### config.mk
export PLATFORM = sky130hd
export DESIGN_NAME = fir9_unfolded3_eight_bit_flat
export DESIGN_NICKNAME = d
export VERILOG_FILES = /design/src/rtl/core/fir9u3_pkg.sv /design/src/rtl/core/fir9u3_if.sv /design/src/rtl/core/fir9u3_lane.sv /design/src/rtl/core/fir9u3_merge.sv /design/src/rtl/core/fir9_unfolded3_eight_bit.sv /design/src/flat_wrapper.sv
export SDC_FILE = /design/constraint.sdc
export NUM_CORES = 1
export LEC_CHECK = 0
export BUFFER_PORTS_ARGS = -buffer_cell sky130_fd_sc_hd__buf_2
export CAP_MARGIN = 20
export CORE_UTILIZATION = 60
export CTS_CLUSTER_DIAMETER = 60
export DETAILED_ROUTE_END_ITERATION = 8
export PLACE_DENSITY = 0.78
export SYNTH_ARGS = -nofsm -noshare
export SYNTH_HDL_FRONTEND = slang
export SYNTH_HIERARCHICAL = 1
export SYNTH_SLANG_ARGS = --single-unit
### constraint.sdc
create_clock -name clk_i -period 9.75 [get_ports clk_i]
set_input_delay 0.4875 -clock clk_i [delete_from_list [all_inputs] [get_ports clk_i]]
set_output_delay 0.4875 -clock clk_i [all_outputs]
set_load 0.02 [all_outputs]
### src/rtl/core/fir9u3_pkg.sv
// Shared types and constants of the unfolded 9-tap FIR filter.
`default_nettype none
package fir9u3_pkg;

  localparam int TAPS        = 9;
  localparam int LANES       = 3;
  localparam int SAMPLE_BITS = 11;
  localparam int DATA_BITS   = 8;
  localparam int HIST        = TAPS - 1;
  localparam int WINDOW      = TAPS - 1 + LANES;
  localparam int COEF_BITS   = 7;
  localparam int PROD_BITS   = DATA_BITS + COEF_BITS;
  localparam int PROD_SHIFT  = DATA_BITS - 1;
  localparam int TERM_BITS   = PROD_BITS - 1 - PROD_SHIFT;
  localparam int SUM_BITS    = 11;
  localparam int OUT_BITS    = 12;
  localparam int OUT_SHIFT   = 3;

  typedef logic signed [SAMPLE_BITS-1:0] sample_t;
  typedef logic signed [DATA_BITS-1:0]   smp_t;
  typedef logic signed [COEF_BITS-1:0]   coef_t;
  typedef logic signed [PROD_BITS-1:0]   prod_t;
  typedef logic signed [TERM_BITS-1:0]   term_t;
  typedef logic signed [SUM_BITS-1:0]    sum_t;
  typedef logic signed [OUT_BITS-1:0]    result_t;

  typedef smp_t  [TAPS-1:0]  tap_win_t;
  typedef term_t [TAPS-1:0]  lane_terms_t;
  typedef smp_t  [HIST-1:0]  hist_t;

  // Coefficients {-7,-14,52,272,415,...} floored by a shift right of 3.
  localparam coef_t COEF [TAPS] = '{
    -7'sd1, -7'sd2, 7'sd6, 7'sd34, 7'sd51, 7'sd34, 7'sd6, -7'sd2, -7'sd1
  };

endpackage
`default_nettype wire

### src/rtl/core/fir9u3_if.sv
// Valid/ready channel interfaces for the input samples and the filter outputs.
`default_nettype none
interface fir9u3_in_if;
  import fir9u3_pkg::*;

  logic    valid;
  logic    ready;
  sample_t sample_first;
  sample_t sample_second;
  sample_t sample_third;

  modport source (output valid, output sample_first, output sample_second,
                  output sample_third, input ready);
  modport sink   (input valid, input sample_first, input sample_second,
                  input sample_third, output ready);
endinterface

interface fir9u3_out_if;
  import fir9u3_pkg::*;

  logic    valid;
  logic    ready;
  result_t out_first;
  result_t out_second;
  result_t out_third;

  modport source (output valid, output out_first, output out_second,
                  output out_third, input ready);
  modport sink   (input valid, input out_first, input out_second,
                  input out_third, output ready);
endinterface
`default_nettype wire

### src/rtl/core/fir9u3_lane.sv
// One filter lane: nine constant-coefficient products, floored and registered.
`default_nettype none
module fir9u3_lane (
  input  logic                    clk_i,
  input  logic                    en_i,
  input  fir9u3_pkg::tap_win_t    taps_i,
  output fir9u3_pkg::lane_terms_t terms_o
);
  import fir9u3_pkg::*;

  lane_terms_t terms_d;
  lane_terms_t terms_q;

  always_comb begin
    prod_t p;
    for (int i = 0; i < TAPS; i++) begin
      p = prod_t'(taps_i[i]) * prod_t'(COEF[i]);
      // arithmetic shift right = floor; value fits the term width
      terms_d[i] = p[PROD_BITS-2:PROD_SHIFT];
    end
  end

  always_ff @(posedge clk_i) begin
    if (en_i) begin
      terms_q <= terms_d;
    end
  end

  assign terms_o = terms_q;

endmodule
`default_nettype wire

### src/rtl/core/fir9u3_merge.sv
// Merge stage: sums each lane's terms, scales, and holds the output transaction.
`default_nettype none
module fir9u3_merge (
  input  logic                    clk_i,
  input  logic                    rst_ni,
  input  logic                    s1_valid_i,
  input  fir9u3_pkg::lane_terms_t terms_i [fir9u3_pkg::LANES],
  output logic                    adv_o,
  fir9u3_out_if.source            out_o
);
  import fir9u3_pkg::*;

  logic    out_valid_q;
  result_t res_d [LANES];
  result_t res_q [LANES];

  always_comb begin
    sum_t acc;
    for (int j = 0; j < LANES; j++) begin
      acc = '0;
      for (int i = 0; i < TAPS; i++) begin
        acc = acc + sum_t'(terms_i[j][i]);
      end
      // times 8, kept to the output width
      res_d[j] = {acc[OUT_BITS-OUT_SHIFT-1:0], {OUT_SHIFT{1'b0}}};
    end
  end

  assign adv_o = !out_valid_q || out_o.ready;

  always_ff @(posedge clk_i or negedge rst_ni) begin
    if (!rst_ni) begin
      out_valid_q <= 1'b0;
    end else if (adv_o) begin
      out_valid_q <= s1_valid_i;
    end
  end

  always_ff @(posedge clk_i) begin
    if (adv_o && s1_valid_i) begin
      res_q <= res_d;
    end
  end

  assign out_o.valid      = out_valid_q;
  assign out_o.out_first  = res_q[0];
  assign out_o.out_second = res_q[1];
  assign out_o.out_third  = res_q[2];

endmodule
`default_nettype wire

### src/rtl/core/fir9_unfolded3_eight_bit.sv
// Top level of the 9-tap low-pass FIR filter unfolded by three lanes.
//
//  channel | dir | payload                                    | handshake
//  in_i    | in  | sample_first/second/third, 11b signed      | valid/ready
//  out_o   | out | out_first/second/third, 12b signed         | valid/ready
//
// Takes one transaction (three samples) per cycle while the output is not stalled;
// the pipeline is the lane product registers, then the merge adder and output register.
// Reset clears the eight-sample history to zero and empties the pipeline.
// A stalled output holds; input is still taken while the lane stage is free.
`default_nettype none
module fir9_unfolded3_eight_bit (
  input  logic        clk_i,
  input  logic        rst_ni,
  fir9u3_in_if.sink   in_i,
  fir9u3_out_if.source out_o
);
  import fir9u3_pkg::*;

  hist_t       hist_q;
  hist_t       hist_d;
  smp_t        win [WINDOW];
  tap_win_t    lane_win [LANES];
  lane_terms_t lane_terms [LANES];
  logic        s1_valid_q;
  logic        adv;
  logic        accept;

  assign in_i.ready = !s1_valid_q || adv;
  assign accept     = in_i.valid && in_i.ready;

  // win[0] is the newest reduced sample; floor shift right by 3 is a part-select
  always_comb begin
    win[0] = in_i.sample_third[SAMPLE_BITS-1:SAMPLE_BITS-DATA_BITS];
    win[1] = in_i.sample_second[SAMPLE_BITS-1:SAMPLE_BITS-DATA_BITS];
    win[2] = in_i.sample_first[SAMPLE_BITS-1:SAMPLE_BITS-DATA_BITS];
    for (int k = 0; k < HIST; k++) begin
      win[LANES+k] = hist_q[k];
    end
    for (int j = 0; j < LANES; j++) begin
      for (int i = 0; i < TAPS; i++) begin
        lane_win[j][i] = win[i+LANES-1-j];
      end
    end
    for (int k = 0; k < HIST; k++) begin
      hist_d[k] = win[k];
    end
  end

  always_ff @(posedge clk_i or negedge rst_ni) begin
    if (!rst_ni) begin
      hist_q     <= '0;
      s1_valid_q <= 1'b0;
    end else begin
      if (accept) begin
        hist_q <= hist_d;
      end
      if (in_i.ready) begin
        s1_valid_q <= in_i.valid;
      end
    end
  end

  for (genvar j = 0; j < LANES; j++) begin : g_lane
    fir9u3_lane u_lane (
      .clk_i   (clk_i),
      .en_i    (accept),
      .taps_i  (lane_win[j]),
      .terms_o (lane_terms[j])
    );
  end

  fir9u3_merge u_merge (
    .clk_i      (clk_i),
    .rst_ni     (rst_ni),
    .s1_valid_i (s1_valid_q),
    .terms_i    (lane_terms),
    .adv_o      (adv),
    .out_o      (out_o)
  );

`ifndef SYNTH
  a_accept_fills_s1: assert property (@(posedge clk_i) disable iff (!rst_ni)
    accept |=> s1_valid_q)
    else $error("accepted transaction did not reach the lane stage");

  a_s1_holds: assert property (@(posedge clk_i) disable iff (!rst_ni)
    (s1_valid_q && !adv) |=> s1_valid_q)
    else $error("lane stage dropped a transaction under stall");

  a_hist_shift: assert property (@(posedge clk_i) disable iff (!rst_ni)
    accept |=> hist_q[LANES] == $past(hist_q[0]))
    else $error("history did not shift by three samples");

  a_out_source: assert property (@(posedge clk_i) disable iff (!rst_ni)
    $rose(out_o.valid) |-> $past(s1_valid_q))
    else $error("output valid without a lane-stage transaction");
`endif

endmodule
`default_nettype wire

### src/flat_wrapper.sv
// flat-port wrapper written by rule: the top's interface ports become plain ports
module fir9_unfolded3_eight_bit_flat import fir9u3_pkg::*;
  (clk_i, rst_ni, in_i_valid, in_i_sample_first, in_i_sample_second, in_i_sample_third, in_i_ready, out_o_valid, out_o_out_first, out_o_out_second, out_o_out_third, out_o_ready);
  fir9u3_in_if in_i_i ();
  fir9u3_out_if out_o_i ();
  input  logic clk_i;
  input  logic rst_ni;
  input wire logic [$bits(in_i_i.valid)-1:0] in_i_valid;
  input wire logic [$bits(in_i_i.sample_first)-1:0] in_i_sample_first;
  input wire logic [$bits(in_i_i.sample_second)-1:0] in_i_sample_second;
  input wire logic [$bits(in_i_i.sample_third)-1:0] in_i_sample_third;
  output wire logic [$bits(in_i_i.ready)-1:0] in_i_ready;
  output wire logic [$bits(out_o_i.valid)-1:0] out_o_valid;
  output wire logic [$bits(out_o_i.out_first)-1:0] out_o_out_first;
  output wire logic [$bits(out_o_i.out_second)-1:0] out_o_out_second;
  output wire logic [$bits(out_o_i.out_third)-1:0] out_o_out_third;
  input wire logic [$bits(out_o_i.ready)-1:0] out_o_ready;
  assign in_i_i.valid = in_i_valid;
  assign in_i_i.sample_first = in_i_sample_first;
  assign in_i_i.sample_second = in_i_sample_second;
  assign in_i_i.sample_third = in_i_sample_third;
  assign in_i_ready = in_i_i.ready;
  assign out_o_valid = out_o_i.valid;
  assign out_o_out_first = out_o_i.out_first;
  assign out_o_out_second = out_o_i.out_second;
  assign out_o_out_third = out_o_i.out_third;
  assign out_o_i.ready = out_o_ready;
  fir9_unfolded3_eight_bit u_core (.clk_i(clk_i), .rst_ni(rst_ni), .in_i(in_i_i), .out_o(out_o_i));
endmodule
# == Word level (Yosys, flattened, before mapping) ==
# Cells that the tools add are included.
# totals
regBits,263
input_bits,37
output_inout_bits,38
wordCells,95
# op_classes
addsub,36
n_mul,14
reduce_logical,6
# ops
op,n
adder 9 x 7 -> 9 bit,15
negation 8 -> 14 bit,6
negation 8 -> 13 bit,6
multiplier 8 x 3 -> 11 bit (second input constant),6
multiplier 8 x 6 -> 13 bit (second input constant),5
multiplier 8 x 7 -> 14 bit (second input constant),3
adder 8 x 5 -> 9 bit,3
adder 9 x 5 -> 9 bit,3
adder 7 x 7 -> 8 bit,3
logical AND 1 bit,2
logical NOT 1 bit,2
logical OR 1 bit,2

# == Longest topological paths before layout ==
# Gate-level depths: netlist (run 1).
# logic_depth
ltp_word,8
ltp_mapped,15
mapped_depth_nobuf,14

# == Hierarchy ==
# Netlist (run 1), hierarchy kept.
# modules_own_cells
module,n_inst,cells_each,area_per_inst_um2,seq_area_each_um2
fir9u3_lane at u_core.g_lane[0].u_lane ...,2,338,4244.1,1771.7
fir9u3_merge,1,504,5544.1,835.8
fir9u3_lane at u_core.g_lane[2].u_lane,1,338,4247.8,1771.7
fir9_unfolded3_eight_bit,1,140,2691.3,1626.6

# == Worst setup path before layout (run 1) ==
# Ideal clock, no wire load.
# synth_timing
path_type,input to register
startpoint,in out_o_ready
endpoint,reg u_core.g_lane[0].u_lane.terms_q (netlist bit u_core/g_lane[0].u_lane/terms_o[0]) (enable)
setup_ps,529
arrival_ps,4558
required_time_ps,9221
setup_slack_ps,4662
stages,6
path_buffers,2
path_cell_list,nand2b_1 > nand2b_4 > nand2_4 > buf_12 > buf_12 > inv_1
# synth_between
elab_chain_len,3
# synth_lines
item,line,rtl
start: declaration,flat_wrapper.sv:17,input wire logic [$bits(out_o_i.ready)-1:0] out_o_ready;
logical OR 1 bit,fir9u3_merge.sv:29,assign adv_o = !out_valid_q || out_o.ready;
logical OR 1 bit,fir9_unfolded3_eight_bit.sv:29,assign in_i.ready = !s1_valid_q || adv;
named net in_i_ready,flat_wrapper.sv:12,output wire logic [$bits(in_i_i.ready)-1:0] in_i_ready;
logical AND 1 bit,fir9_unfolded3_eight_bit.sv:30,assign accept = in_i.valid && in_i.ready;
named net u_core.accept,fir9_unfolded3_eight_bit.sv:27,logic accept;
end signal: assignment,fir9u3_lane.sv:25,terms_q <= terms_d;
end: declaration,fir9u3_lane.sv:12,lane_terms_t terms_q;
# The timed path passes the listed nets, and every way through them passes these cells.
# A chain may end at the register's enable or synchronous reset.

==> out/metrics.csv, run 1 <==
stage;metric;value;unit
global_routing;grt.overflow.total;0;
sta;final-hold-violation-count;0;
die;fp.dieH;189;um
clock_network;tritoncts;yes;
setup_path;crit_family;adder cells;
setup_path;endpoint_kind;flip-flop;
layout;drive_gt1_frac;0.124;
global_routing;grt_pass1_vias;12800;
synth;synth_seq_cells;270;
setup_path;regToRegEndpoint;u_core/u_merge/out_o.out_second[11]$_DFFE_PP_;
clock_network;h-tree-depth;1;
clock_network;insertion_delay;560;ps
clock_network;clock_path_buffers;3;
sta;fin_tns_setup;0;ps
die;io_pins;75;
layout;final_common_cell;inv_1;
sta;fmax;229;MHz
die;core_area;34500;um2
setup_path;critPathKind;flip-flop to flip-flop;
outcome;outcome;finished with violations;
setup_path;rr_worst_depth;14;
setup_path;slowest_delay;550;ps
clock_network;cts.sink_count;270;
global_routing;grt_first_pass_wirelength;64300;um
synth;yosys_warnings;6;
clock_network;numCtsBuffers;31;
synth;avgSynthCellArea;12.6;um2
clock_network;ctsResizeCount;0;
sta;slew_violations;0;
setup_path;path_max_fanout;3;
die;die_w;189;um
place;gp_congestion;0.864;
synth;yosysSeqAreaShare;0.371;
layout;fillers;2457;
die;design.die.area;35700;um2
sta;setup_viol;0;
setup_path;worstSetupPathDepth;14;
die;fp-row-count;68;
sta;relSlewSlack;0.310;
sta;tightest_slew;1040;ps
route;routed_wl;39300;um
layout;layout_common_cells;308 x inv_1, 288 x ha_1, 204 x edfxtp_1;
setup_path;worstReg2RegStart;u_core/g_lane[1].u_lane/terms_o[2]$_DFFE_PP_;
flow_run;maxCapViolations;0;
synth;synth_flop_cell;edfxtp_1;
setup_path;cp-start-kind;flip-flop;
setup_path;crit_buf_inv;4;
place;portBuffers;56;
setup_path;arrival;4660;ps
global_routing;grt_max_degree;113;
sta;rsz0062_at_grt;false;
synth;async_reset_ff_frac;0.244;
route;post_drt_wl_per_cell;17.8;um
route;postRouteAntennaNets;0;
place;placed_cells;2152;
clock_network;hold_buffers;0;
outcome;violations;design-rule violations;
route;drtIter0Drc;630;
route;firstDrtPassIters;7;
setup_path;critPathMostFrequentCell;fa_1;
route;vias_per_cell;5.48;
route;drcViolationCount;2;
layout;fin_nets;2244;
sta;skew;14.7;ps
clock_network;cts_root_buf;clkbuf_16;
synth;synth_edf_count;204;
setup_path;cp.required;10050;ps
global_routing;grtUsageTotal;0.231;
synth;synth_cells;1658;
setup_path;r2r_slack;5390;ps
clock_network;cts_setup_buffers;0;
setup_path;cpMaxStageDelayCell;fa_1;
setup_path;crit_path_cell_trace;inv_1 -> fa_1 -> inv_1 -> fa_1 -> fa_1 -> inv_1 -> fa_1 -> inv_1 -> ha_1 -> fa_1 -> a211oi_1 -> o21ai_0 -> a21oi_1 -> xnor2_1;
synth;synth_cell_types;50;
worst_hold_path;worstHoldPathType;primary input to asynchronous set/reset pin;
layout;area_delta_synth_final;7.90;%
global_routing;grt_antenna_before_repair;0;
layout;stdcell_count;2211;
place;dp_hpwl;30200;um
synth;syn_area;21000;um2
sta;min_period_over_period;0.447;
route;num_vias;12100;
clock_network;cts.clk_slew.worst_paths;60;ps
sta;layout_min_cycle_time;4360;ps
die;initial_core_util;0.609;
==> registers in the layout, summed over array words and instances, names as in the netlist <==
signal                           count
u_core/g_lane.u_lane/terms_o       177
u_core/hist_d                       40
u_core/hist_q                       24
u_core/s1_valid_q                    1
u_core/u_merge/out_o.out_first       9
u_core/u_merge/out_o.out_second      9
u_core/u_merge/out_o.out_third       9
u_core/u_merge/out_o.valid           1
==> worst max path at each step <==
stage,startpoint,end
3_3_place_gp,u_core/g_lane[1].u_lane/terms_o[2]$_DFFE_PP_,u_core/u_merge/out_o.out_second[11]$_DFFE_PP_
5_1_grt,u_core/g_lane[1].u_lane/terms_o[2]$_DFFE_PP_,u_core/u_merge/out_o.out_second[11]$_DFFE_PP_
2_1_floorplan,out_o_ready,u_core/g_lane[0].u_lane/terms_o[0]$_DFFE_PP_
4_1_cts,u_core/g_lane[1].u_lane/terms_o[2]$_DFFE_PP_,u_core/u_merge/out_o.out_second[11]$_DFFE_PP_
6_report,u_core/g_lane[1].u_lane/terms_o[2]$_DFFE_PP_,u_core/u_merge/out_o.out_second[11]$_DFFE_PP_
3_5_place_dp,u_core/g_lane[1].u_lane/terms_o[2]$_DFFE_PP_,u_core/u_merge/out_o.out_second[11]$_DFFE_PP_
==> synth_stat cells, types with 8 or more instances <==
cell	instances	area (um2)
nand2_1	12	45.0
nor2_1	109	409
and3_1	8	50.1
o31ai_1	8	60.1
dfrtp_1	66	1650
o21bai_1	13	97.6
buf_4	21	158
o21a_1	11	82.6
nor4_4	12	255
ha_1	288	3600
mux2_2	15	169
nor3_1	14	70.1
a21oi_1	55	275
mux2_4	49	736
inv_1	309	1160
a21o_1	23	173
fa_1	189	3780
xnor2_1	106	928
o21ai_0	26	130
or4_4	12	135
xor2_1	19	166
edfxtp_1	204	6130
==> cells by family (layout without fill, tap and decap cells) <==
logic type | count (synthesis) | count (layout) | share of synthesized area
AO/OA/AOI/OAI | 178 | 178 | 0.0544
XOR/XNOR | 125 | 125 | 0.0522
adder cells (fa/ha/maj) | 477 | 477 | 0.352
buffers and inverters | 344 | 433 | 0.0701
flip-flops | 270 | 270 | 0.371
multiplexers | 64 | 64 | 0.0431
other | 1 | 10 | 0.000179
AND/OR/NAND/NOR | 199 | 199 | 0.0569
==> layer usage <==
metal,vias up,global-route usage,share of wire
met1,6094,0.297,0.43
met5,-,0,0
met3,71,0.0304,0.040
met4,0,0.0698,0.026
met2,242,0.407,0.50
li1,5714,-,-
==> cell type report <==
cell class,instances,area (um2),area share
antenna,1,2.50,0.000111
clock buffer,34,787,0.0348
clock inverter,24,218,0.00962
inverter,309,1160,0.0515
multi-input combinational,1052,11800,0.519
sequential,270,7780,0.344
tap,455,569,0.0252
timing repair buffer,66,355,0.0157
==> worst reg2reg max path, cell delays in order (launching register included) <==
cell,delay (ps)
edfxtp_1,320
inv_1,50
fa_1,540
inv_1,70
fa_1,500
fa_1,550
inv_1,60
fa_1,530
inv_1,40
ha_1,220
fa_1,430
a211oi_1,330
o21ai_0,160
a21oi_1,200
xnor2_1,110
==> stage by stage <==
stage / setup slack, ps / instance area (um2) / hold slack (ps) / utilization
floorplan: 4660 / 21000 / 192 / -
global placement: 5470 / 21600 / 490 / 0.627
detailed placement: 5390 / 21600 / 496 / 0.627
CTS: 5370 / 22600 / 153 / 0.657
global route: 5200 / 22600 / 155 / 0.657
finish: 5390 / 22600 / 127 / 0.657
Power of run 1 is left out: the tool's default activity adds up to more than one toggle a clock period on the data nets, which glitch-free logic cannot reach.
==> inputs of run 2 (changes only) <==
==> constraint.sdc (replaced) <==
create_clock -name clk_i -period 4.5 [get_ports clk_i]
set_input_delay 0.225 -clock clk_i [delete_from_list [all_inputs] [get_ports clk_i]]
set_output_delay 0.225 -clock clk_i [all_outputs]
set_load 0.02 [all_outputs]
==> run 2 against run 1 <==
Net effect: the flow still finishes with violations (design-rule violations); utilization up 0.89 points; cell count up 0.95%; clock skew about the same; design area increased by 1.3%; register-to-register slack got worse by 5100 ps; first-iteration DRC count rose by 6.7%; die area unchanged; worst setup slack got worse by 5100 ps; wire length increased by 5.0%; flip-flop and latch count is the same; critical path type unchanged.
==> out/metrics.csv, run 2 (synthesized netlist as in run 1, its figures left out) <==
stage;metric;value;unit
outcome;outcome;finished with violations;
outcome;violations;design-rule violations;
place;dp_hpwl;31200;um
die;die_w;189;um
clock_network;cts.sink_count;270;
global_routing;grtUsageTotal;0.246;
sta;fin_tns_setup;0;ps
setup_path;arrival;4490;ps
sta;min_period_over_period;0.944;
route;drtIter0Drc;672;
worst_hold_path;worstHoldPathType;primary input to flip-flop;
sta;layout_min_cycle_time;4250;ps
setup_path;worstReg2RegStart;u_core/g_lane[1].u_lane/terms_o[2]$_DFFE_PP_;
route;routed_wl;41200;um
global_routing;grt_first_pass_wirelength;67600;um
layout;multi_input_comb_area;11800;um2
die;fp-row-count;68;
sta;slew_violations;0;
layout;fillers;2445;
clock_network;h-tree-depth;2;
route;postRouteAntennaNets;0;
setup_path;critPathKind;flip-flop to flip-flop;
clock_network;numCtsBuffers;34;
setup_path;crit_start;u_core/g_lane[1].u_lane/terms_o[2]$_DFFE_PP_;
clock_network;cts.clk_slew.worst_paths;60;ps
flow_run;maxCapViolations;0;
route;firstDrtPassIters;7;
place;placed_cell_area;21700;um2
die;fp.dieH;189;um
clock_network;insertion_delay;510;ps
sta;skew;14.6;ps
layout;largest_reg_flops;177;
layout;fin_nets;2265;
global_routing;grt-busiest-layer;met2;
place;portBuffers;56;
sta;fmax;235;MHz
layout;final_cell_area;22900;um2
layout;area_delta_synth_final;9.35;%
layout;area.sequential;7780;um2
die;design.die.area;35700;um2
route;vias_per_cell;5.45;
route;post_drt_wl_per_cell;18.5;um
die;core_area;34500;um2
setup_path;cp.required;4740;ps
global_routing;grt_use_met3;0.0361;
global_routing;grt_max_degree;178;
clock_network;clock_path_buffers;3;
sta;final-hold-violation-count;0;
global_routing;grt_pass1_vias;13300;
die;io_pins;75;
layout;final_common_cell;inv_1;
global_routing;grt_use_met2;0.437;
sta;tightest_slew;1060;ps
layout;layout_common_cells;308 x inv_1, 288 x ha_1, 204 x edfxtp_1;
clock_network;tritoncts;yes;
layout;utilization;0.666;
global_routing;grt_use_met1;0.309;
setup_path;endpoint_kind;flip-flop;
route;num_vias;12200;
global_routing;grt.overflow.total;0;
global_routing;grt_antenna_before_repair;0;
sta;setup_viol;0;
clock_network;cts_root_buf;clkbuf_16;
sta;relSlewSlack;0.294;
clock_network;cts_setup_buffers;0;
die;initial_core_util;0.609;
setup_path;path_max_fanout;3;
sta;rsz0062_at_grt;false;
route;drcViolationCount;2;
worst_hold_path;min-delay-start;in_i_sample_second[8];
setup_path;cp-start-kind;flip-flop;
place;gp_congestion;0.835;
layout;drive_gt1_frac;0.131;
run 2: layout make-up:
class / count / share of cell area
Sequential cell: 270 / 0.339
Antenna cell: 1 / 0.000109
Timing Repair Buffer: 84 / 0.0228
Inverter: 309 / 0.0507
Tap cell: 455 / 0.0248
Clock buffer: 40 / 0.0394
Multi-Input combinational cell: 1052 / 0.513
Clock inverter: 21 / 0.00998
run 2: what timing repair did:
item / CTS / global route
hold endpoints to repair: 24 / 0
hold buffers: 8 / 0
gates resized for setup: 0 / 2
setup endpoints to repair: 0 / 2
run 2: metal layers:
layer	wire, um	vias up
li1	-	5744
met1	17500	6123
met2	21200	238
met3	1390	70
met4	1140	0
met5	0	-
run 2: worst max-delay path: stages (launching register included):
cell	delay [ps]
edfxtp_1	320
inv_1	50
fa_1	520
inv_1	60
fa_1	510
fa_1	550
inv_1	60
fa_1	530
inv_1	40
ha_1	220
fa_1	430
a211oi_2	290
o21ai_0	140
a21oi_1	180
xnor2_1	70
run 2: worst paths after layout:
| path | endpoint | slack (ps) | depth (start not counted) |
|---|---|---|---|
| setup reg to reg | u_core/u_merge/out_o.out_second[11]$_DFFE_PP_ | 250 | 14 |
| setup / recovery | u_core/u_merge/out_o.out_second[11]$_DFFE_PP_ | 250 | 14 |
| hold reg to reg | u_core/hist_q[56]$_DFFE_PN0P_ | 520 | 1 |
| min in group asynchronous | u_core/hist_d[30]$_DFFE_PN0P_ | 200 | 2 |
| hold / removal | u_core/hist_d[37]$_DFFE_PN0P_ | 20 | 2 |
| max in group asynchronous | u_core/hist_d[55]$_DFFE_PN0P_ | 3230 | 3 |
run 2: through the flow:
step	instances	worst slack (ps)	hold WS, ps
after floorplan	1666	383	-70.6
after global placement	2162	284	192
after detailed placement	2162	179	197
after CTS	2231	162	5.26
after global routing	2231	17.7	9.42
final	2232	250	21.5
Power of run 2 is left out for the same reason.
==> inputs of run 3 (changes only) <==
--- a/config.mk
+++ b/config.mk
@@ -7,10 +7,10 @@
 export LEC_CHECK = 0
 export BUFFER_PORTS_ARGS = -buffer_cell sky130_fd_sc_hd__buf_2
 export CAP_MARGIN = 20
-export CORE_UTILIZATION = 60
+export CORE_UTILIZATION = 48
 export CTS_CLUSTER_DIAMETER = 60
 export DETAILED_ROUTE_END_ITERATION = 8
-export PLACE_DENSITY = 0.78
+export SKIP_CTS_REPAIR_TIMING = 1
 export SYNTH_ARGS = -nofsm -noshare
 export SYNTH_HDL_FRONTEND = slang
 export SYNTH_HIERARCHICAL = 1
==> run 3 against run 2 <==
Net effect: the run now ends clean; fmax rose by 0.14%; clock skew rose by 11 ps; via count fell by 2.0%; critical endpoint unchanged; largest cell class unchanged; non-clock buffer count rose by 13; critical path type unchanged; utilization fell by 13 points; highest routed layer unchanged; worst hold slack got worse by 16 ps; worst setup slack improved by 6.1 ps.
==> out/metrics.csv, run 3 (synthesized netlist as in run 1, its figures left out) <==
stage;metric;value;unit
outcome;outcome;finished clean;
sta;fmax;236;MHz
layout;fin_nets;2278;
setup_path;slowest_delay;550;ps
setup_path;worstReg2RegStart;u_core/g_lane[1].u_lane/terms_o[2]$_DFFE_PP_;
layout;fillers;3653;
route;routed_wl;41300;um
layout;largest_reg_flops;177;
setup_path;critPathMostFrequentCell;fa_1;
worst_hold_path;holdPathStages;2;
die;io_pins;75;
layout;multi_input_comb_area;11800;um2
route;vias_per_cell;5.03;
global_routing;grt_max_degree;119;
die;die_w;211;um
place;portBuffers;56;
setup_path;critPathKind;flip-flop to flip-flop;
global_routing;grtUsageTotal;0.198;
setup_path;path_max_fanout;3;
global_routing;grt.overflow.total;0;
die;initial_core_util;0.487;
sta;tightest_slew;780;ps
setup_path;regToRegEndpoint;u_core/u_merge/out_o.out_second[11]$_DFFE_PP_;
clock_network;cts_root_buf;clkbuf_16;
route;postRouteAntennaNets;0;
layout;final_common_cell;inv_1;
worst_hold_path;min-delay-start;in_i_sample_second[4];
clock_network;numCtsBuffers;34;
die;core_area;43100;um2
worst_hold_path;hold_path_end;u_core/hist_d[33]$_DFFE_PN0P_;
sta;fin_tns_setup;0;ps
clock_network;cts.clk_slew.worst_paths;60;ps
sta;relSlewSlack;0.476;
setup_path;cp.required;4790;ps
sta;min_period_over_period;0.943;
setup_path;cp-start-kind;flip-flop;
place;dp_hpwl;32100;um
route;num_vias;11900;
die;fp-row-count;76;
global_routing;grt_pass1_vias;12800;
clock_network;insertion_delay;550;ps
setup_path;endpoint_kind;flip-flop;
sta;final-hold-violation-count;0;
setup_path;crit_buf_inv;4;
sta;skew;25.7;ps
sta;slew_violations;0;
setup_path;crit_path_cell_trace;inv_1 -> fa_1 -> inv_1 -> fa_1 -> fa_1 -> inv_1 -> fa_1 -> inv_1 -> ha_1 -> fa_1 -> a211oi_1 -> o21ai_0 -> a21oi_1 -> xnor2_1;
place;gp_congestion;0.819;
clock_network;cts.sink_count;270;
setup_path;cpMaxStageDelayCell;fa_1;
clock_network;clock_path_buffers;3;
route;drtIter0Drc;563;
layout;layout_common_cells;308 x inv_1, 288 x ha_1, 204 x edfxtp_1;
setup_path;crit_family;adder cells;
layout;area.sequential;7780;um2
layout;drive_gt1_frac;0.133;
route;firstDrtPassIters;5;
setup_path;r2r_slack;260;ps
sta;rsz0062_at_grt;false;
route;drcViolationCount;0;
clock_network;h-tree-depth;2;
global_routing;grt_first_pass_wirelength;67400;um
clock_network;tritoncts;yes;
sta;layout_min_cycle_time;4240;ps
die;design.die.area;44500;um2
layout;area_delta_synth_final;10.7;%
setup_path;arrival;4540;ps
global_routing;grt_antenna_before_repair;2;
flow_run;maxCapViolations;0;
sta;setup_viol;0;
setup_path;rr_worst_depth;14;
route;post_drt_wl_per_cell;17.4;um
worst_hold_path;worstHoldPathType;primary input to flip-flop;
die;fp.dieH;211;um
[run 3: worst reg2reg max path: stages, from the launching register on]
cell      delay, ps
edfxtp_1        320
inv_1            50
fa_1            530
inv_1            60
fa_1            510
fa_1            550
inv_1            60
fa_1            530
inv_1            40
ha_1            220
fa_1            430
a211oi_1        290
o21ai_0         160
a21oi_1         190
xnor2_1          80
[run 3: worst max path at each step]
stage / startpoint / end / slack [ps] / depth (start not counted)
6_report: u_core/g_lane[1].u_lane/terms_o[2]$_DFFE_PP_ / u_core/u_merge/out_o.out_second[11]$_DFFE_PP_ / 260 / 14
4_1_cts: u_core/g_lane[1].u_lane/terms_o[2]$_DFFE_PP_ / u_core/u_merge/out_o.out_second[11]$_DFFE_PP_ / 230 / 14
3_5_place_dp: u_core/g_lane[1].u_lane/terms_o[2]$_DFFE_PP_ / u_core/u_merge/out_o.out_second[11]$_DFFE_PP_ / 240 / 14
3_3_place_gp: u_core/g_lane[1].u_lane/terms_o[2]$_DFFE_PP_ / u_core/u_merge/out_o.out_second[11]$_DFFE_PP_ / 220 / 14
2_1_floorplan: u_core/u_merge/out_o.valid$_DFFE_PN0N_ / u_core/g_lane[0].u_lane/terms_o[0]$_DFFE_PP_ / 380 / 6
5_1_grt: u_core/g_lane[1].u_lane/terms_o[2]$_DFFE_PP_ / u_core/u_merge/out_o.out_second[11]$_DFFE_PP_ / 30 / 14
[run 3: routing by layer]
layer | GRT usage | share of wire
met2 | 0.330 | 0.47
met4 | 0.0660 | 0.026
met1 | 0.266 | 0.47
met5 | 0 | 0
met3 | 0.0296 | 0.032
[run 3: per-stage QoR]
step / setup slack (ps) / hold WS, ps / util / instance area [um2] / std cells
6_report: 256 / 5.87 / 0.539 / 23200 / 2374
5_1_grt: 33.3 / 7.94 / 0.539 / 23200 / 2373
4_1_cts: 230 / -343 / 0.536 / 23100 / 2360
3_5_place_dp: 241 / 242 / 0.509 / 21900 / 2300
3_3_place_gp: 216 / 242 / 0.509 / 21900 / 2300
2_1_floorplan: 383 / -70.6 / - / 21000 / 1666
[run 3: area by class of cell]
class / instances / share of cell area
timing repair buffer: 97 / 0.0273
tap: 585 / 0.0315
inverter: 309 / 0.0501
sequential: 270 / 0.335
multi-input combinational: 1052 / 0.506
antenna: 1 / 0.000108
clock inverter: 22 / 0.0122
clock buffer: 38 / 0.0373
Power of run 3 is left out for the same reason.
